## src/hdl/rmj_mul.sv

```systemverilog
// pipelined shift-add multiplier, one multiplier bit per stage, with side tag
`timescale 1ns / 1ps
`default_nettype none
module rmj_mul #(
   parameter int A_WIDTH   = 32,
   parameter int B_WIDTH   = 32,
   parameter int TAG_WIDTH = 1
) (
   input  wire logic                         clock,
   input  wire logic                         reset,
   input  wire logic                         en,
   input  wire logic                         vld_i,
   input  wire logic [A_WIDTH-1:0]           a_i,
   input  wire logic [B_WIDTH-1:0]           b_i,
   input  wire logic [TAG_WIDTH-1:0]         tag_i,
   output logic                              vld_o,
   output logic [A_WIDTH+B_WIDTH-1:0]        p_o,
   output logic [TAG_WIDTH-1:0]              tag_o
);

   localparam int PW = A_WIDTH + B_WIDTH;

   logic [A_WIDTH-1:0]   a_in     [B_WIDTH];
   logic [A_WIDTH-1:0]   a_ff     [B_WIDTH];
   logic [B_WIDTH-1:0]   b_in     [B_WIDTH];
   logic [B_WIDTH-1:0]   b_ff     [B_WIDTH];
   logic [PW-1:0]        acc_prev [B_WIDTH];
   logic [PW-1:0]        acc_in   [B_WIDTH];
   logic [PW-1:0]        acc_ff   [B_WIDTH];
   logic [TAG_WIDTH-1:0] tag_in   [B_WIDTH];
   logic [TAG_WIDTH-1:0] tag_ff   [B_WIDTH];
   logic [B_WIDTH-1:0]   vld_in;
   logic [B_WIDTH-1:0]   vld_ff;

   for (genvar g = 0; g < B_WIDTH; g++) begin : g_stage
      // stage inputs come from the ports or the stage before
      if (g == 0) begin : g_first
         assign a_in[g]     = a_i;
         assign b_in[g]     = b_i;
         assign tag_in[g]   = tag_i;
         assign vld_in[g]   = vld_i;
         assign acc_prev[g] = '0;
      end else begin : g_next
         assign a_in[g]     = a_ff[g-1];
         assign b_in[g]     = b_ff[g-1];
         assign tag_in[g]   = tag_ff[g-1];
         assign vld_in[g]   = vld_ff[g-1];
         assign acc_prev[g] = acc_ff[g-1];
      end

      // add the partial product of multiplier bit g
      assign acc_in[g] = acc_prev[g] + (b_in[g][g] ? (PW'(a_in[g]) << g) : PW'(0));

      // valid bit of the stage
      always_ff @(posedge clock) begin
         if (reset) begin
            vld_ff[g] <= 1'b0;
         end else if (en) begin
            vld_ff[g] <= vld_in[g];
         end
      end

      // payload of the stage
      always_ff @(posedge clock) begin
         if (en) begin
            a_ff[g]   <= a_in[g];
            b_ff[g]   <= b_in[g];
            acc_ff[g] <= acc_in[g];
            tag_ff[g] <= tag_in[g];
         end
      end
   end

   assign vld_o = vld_ff[B_WIDTH-1];
   assign p_o   = acc_ff[B_WIDTH-1];
   assign tag_o = tag_ff[B_WIDTH-1];

endmodule
`default_nettype wire

```

## config.mk

```make
export PLATFORM = sky130hd
export DESIGN_NAME = rmj_mul
export DESIGN_NICKNAME = d
export VERILOG_FILES = /design/src/hdl/rmj_mul.sv
export SDC_FILE = /design/constraint.sdc
export NUM_CORES = 2
export LEC_CHECK = 0
export BUFFER_PORTS_ARGS = -buffer_cell sky130_fd_sc_hd__buf_4
export CAP_MARGIN = 5
export CORE_AREA = 8 8 601 603
export CTS_CLUSTER_DIAMETER = 40
export DETAILED_ROUTE_END_ITERATION = 10
export DIE_AREA = 0 0 609 611
export SETUP_SLACK_MARGIN = 0.15
export SYNTH_ARGS = -nofsm -noshare
export SYNTH_HDL_FRONTEND = slang
export SYNTH_MEMORY_MAX_BITS = 65536
export SYNTH_SLANG_ARGS = --single-unit
```

## constraint.sdc

```tcl
create_clock -name clock -period 4.7 [get_ports clock]
set_input_delay 0.235 -clock clock [delete_from_list [all_inputs] [get_ports clock]]
set_output_delay 0.235 -clock clock [all_outputs]
set_load 0.01 [all_outputs]
```

==> run_results.csv <==
group,metric,value,unit
critical_path,crit_type,"register to register",
clocking,h-tree-depth,6,
route,routedWlPerCell,16.3,um
power,power_density,603,mW/mm2
synth,synth_edf_count,3071,
synth,ys_types,81,
place,gp_congestion,0.873,
critical_path,crit_required,5.40,ns
grt,grt_pass1_wl,438000,um
final_layout,syn2layout_area_growth,17.5,%
critical_path,worst-path-max-fanout,31,
critical_path,arrival,5.00,ns
grt,grt_max_degree,159,
run_status,outcome,"finished, final reports clean",
sta,period_minus_slack,4.31,ns
sta,max_slew.worst_pin.slew,0.961,ns
synth,syn_avg_cell_area,13.6,um2
synth,ys_seq_elements,3103,
sta,max_clock_freq,0.232,GHz
synth,syn_inst,10800,
route,drt_iter0_drc,4605,
synth,seq_area_frac_synth,0.632,
clocking,clk_latency,0.97,ns
floorplanning,pin_count,135,
sta,fin_crit_sh,0.917,
clocking,cts-root-buf,"clkbuf_16",
floorplanning,core,0.351,mm2
floorplanning,die_height,611,um
synth,ys_warn_count,0,
final_layout,multi_input_comb_area,0.0522,mm2
sta,tns,0,ns
sta,setup_viol,0,
place,port_buffers,134,
sta,rsz0062_at_grt,"false",
clocking,clkTransAtPathRegs,0.05,ns
grt,grt_overflow,0,
final_layout,fin_nets,12600,
route,ant_nets,0,
synth,syn-cell-area,0.147,mm2
sta,fin_hold_ws,0.0998,ns
clocking,cts_tree,"done",
grt,grt_pass1_vias,91500,
route,dr.pass1.iters,5,
route,via_per_inst,5.23,
power,p_leak,0.0678,uW
route,routed_wl,269000,um
clocking,cts_buffer_depth,4,
sta,report.final.slew_viol_count,0,
floorplanning,fp-row-count,218,
floorplanning,initial_core_util,0.418,
final_layout,n_fill_cell,29800,
floorplanning,die_w,609,um
final_layout,ff_latch_area,0.0929,mm2
floorplanning,die-area,0.372,mm2
power,total_power,104000,uW
clocking,numCtsBuffers,518,
sta,finalClockSkew,0.0539,ns
job,maxCapViolCount,0,
sta,max_slew_margin,0.343,
final_layout,drive_above_1_share,0.0957,
worst_hold_path,hold_path.class,"primary input to register",
route,via_count,86200,
sta,hold_viol,0,
grt,grt_use_total,0.139,
critical_path,crit_path_end_kind,"register",
power,vdd_drop_max,0.367,mV
grt,grt_antenna_before_repair,1,
synth,async_flop_share,0,
place,dpl.hpwl,189000,um
critical_path,start_kind,"register",
clocking,clock-sinks,3103,
route,drc,0,
synth,ys_dominant_reg_cell,"edfxtp_1",
synth,syn-num-nets,11900,
## worst paths after layout
kind                                   start             end  slack (ns)  cells after the start
worst min-delay path                 a_i[12]   acc_ff[0][12]         0.1                      3
worst max register to register  b_ff[0][133]  acc_ff[0][357]        0.39                     13
worst min register to register  b_ff[0][499]     b_ff[1][19]        0.37                      0
worst max-delay path            b_ff[0][133]  acc_ff[0][357]        0.39                     13
## placed cells by master, fill, tap and decap left out, types with 27 or more instances in the layout
master | Yosys | layout
edfxtp_1 | 3071 | 3071
and2_1 | 1071 | 1071
ha_1 | 991 | 991
a21oi_1 | 883 | 883
xnor2_1 | 592 | 592
clkbuf_16 | 0 | 535
a21o_1 | 505 | 505
nor2_1 | 453 | 453
o21ai_0 | 392 | 392
nand2_1 | 391 | 391
xor2_1 | 293 | 293
buf_4 | 64 | 247
inv_1 | 205 | 205
nand3_1 | 182 | 182
dlygate4sd3_1 | 0 | 136
o21bai_1 | 126 | 126
o21a_1 | 111 | 111
nor2b_1 | 95 | 95
and3_1 | 93 | 93
nand2b_1 | 91 | 91
a211oi_1 | 80 | 79
nand4_1 | 79 | 79
nor3_1 | 76 | 76
clkinv_2 | 0 | 74
a31oi_1 | 72 | 72
clkinv_1 | 0 | 66
o21ai_1 | 53 | 53
bufinv_16 | 0 | 47
clkbuf_1 | 179 | 44
clkinvlp_4 | 0 | 43
o211ai_1 | 42 | 42
o31ai_1 | 39 | 39
inv_6 | 0 | 38
clkinv_4 | 0 | 35
mux2i_1 | 33 | 33
dfxtp_1 | 32 | 32
fa_1 | 31 | 31
buf_12 | 0 | 31
or3_1 | 27 | 27
a21boi_0 | 27 | 27
## routing by layer
metal	global-route usage	vias to the layer above	wire length, um
li1	-	42300	-
met1	0.131	41300	96200
met2	0.282	1712	150000
met3	0.0250	894	9760
met4	0.0698	0	13100
met5	0	-	0
## state kept, by name, indices dropped and copies added, names as in the netlist
name    cells
a_ff      992
acc_ff   1551
b_ff      496
tag_ff     32
vld_ff     31
vld_o       1
## layout make-up
type / instances / share of cell area
Timing Repair Buffer: 415 / 0.0224
Clock buffer: 580 / 0.0786
Antenna cell: 2 / 0.0000290
Tap cell: 4620 / 0.0335
Multi-Input combinational cell: 7221 / 0.302
Clock inverter: 333 / 0.0207
Sequential cell: 3103 / 0.538
Inverter: 205 / 0.00446
## worst max-delay path, cell delays in order (launching register included)
cell	delay (ns)
edfxtp_1	0.38
buf_4	0.23
and2_1	0.20
fa_1	0.41
a21oi_1	0.25
o21ai_1	0.16
a2111oi_2	0.55
o31ai_1	0.20
a21oi_2	0.23
o2111ai_1	0.25
and3_1	0.29
a41o_1	0.32
a2111oi_0	0.47
nor2_1	0.09
## cell usage after synthesis (126+ instances only)
| library cell | instances | share of area |
|---|---|---|
| a21o_1 | 505 | 0.026 |
| nand3_1 | 182 | 0.0062 |
| o21bai_1 | 126 | 0.0064 |
| nor2_1 | 453 | 0.012 |
| clkbuf_1 | 179 | 0.0046 |
| and2_1 | 1071 | 0.046 |
| ha_1 | 991 | 0.084 |
| edfxtp_1 | 3071 | 0.63 |
| inv_1 | 205 | 0.0052 |
| nand2_1 | 391 | 0.010 |
| xor2_1 | 293 | 0.017 |
| o21ai_0 | 392 | 0.013 |
| xnor2_1 | 592 | 0.035 |
| a21oi_1 | 883 | 0.030 |
## metrics by stage
step / area (um2) / setup WS (ns) / std cells / util
2_1_floorplan: 147000 / 1.09 / 10800 / -
3_3_place_gp: 154000 / 0.356 / 15400 / 0.439
3_5_place_dp: 154000 / 0.322 / 15400 / 0.439
4_1_cts: 173000 / 0.305 / 16500 / 0.491
5_1_grt: 173000 / 0.162 / 16500 / 0.491
6_report: 173000 / 0.392 / 16500 / 0.491
## where the power goes
part	total [uW]	switching [uW]	leakage (uW)	internal, uW
Sequential	39500	1750	0.0303	37700
Clock	36700	13200	0.00829	23500
Combinational	28000	16000	0.0292	12000
## cells by family after synthesis
family,count (synthesis),synth area share
fa+ha+maj,1022,0.0886
compound gates,2633,0.114
buf+inv,453,0.0132
flops,3103,0.632
xor+xnor,885,0.0527
mux,33,0.00225
simple gates,2648,0.0969
## repair_timing
item / in CTS / in global routing
setup endpoints to repair: 0 / 2
hold buffers: 136 / 0
buffers inserted: 0 / 0
gates resized for setup: 0 / 2
hold endpoints to repair: 234 / 0
No activity file was read; power rests on OpenSTA's default activity.
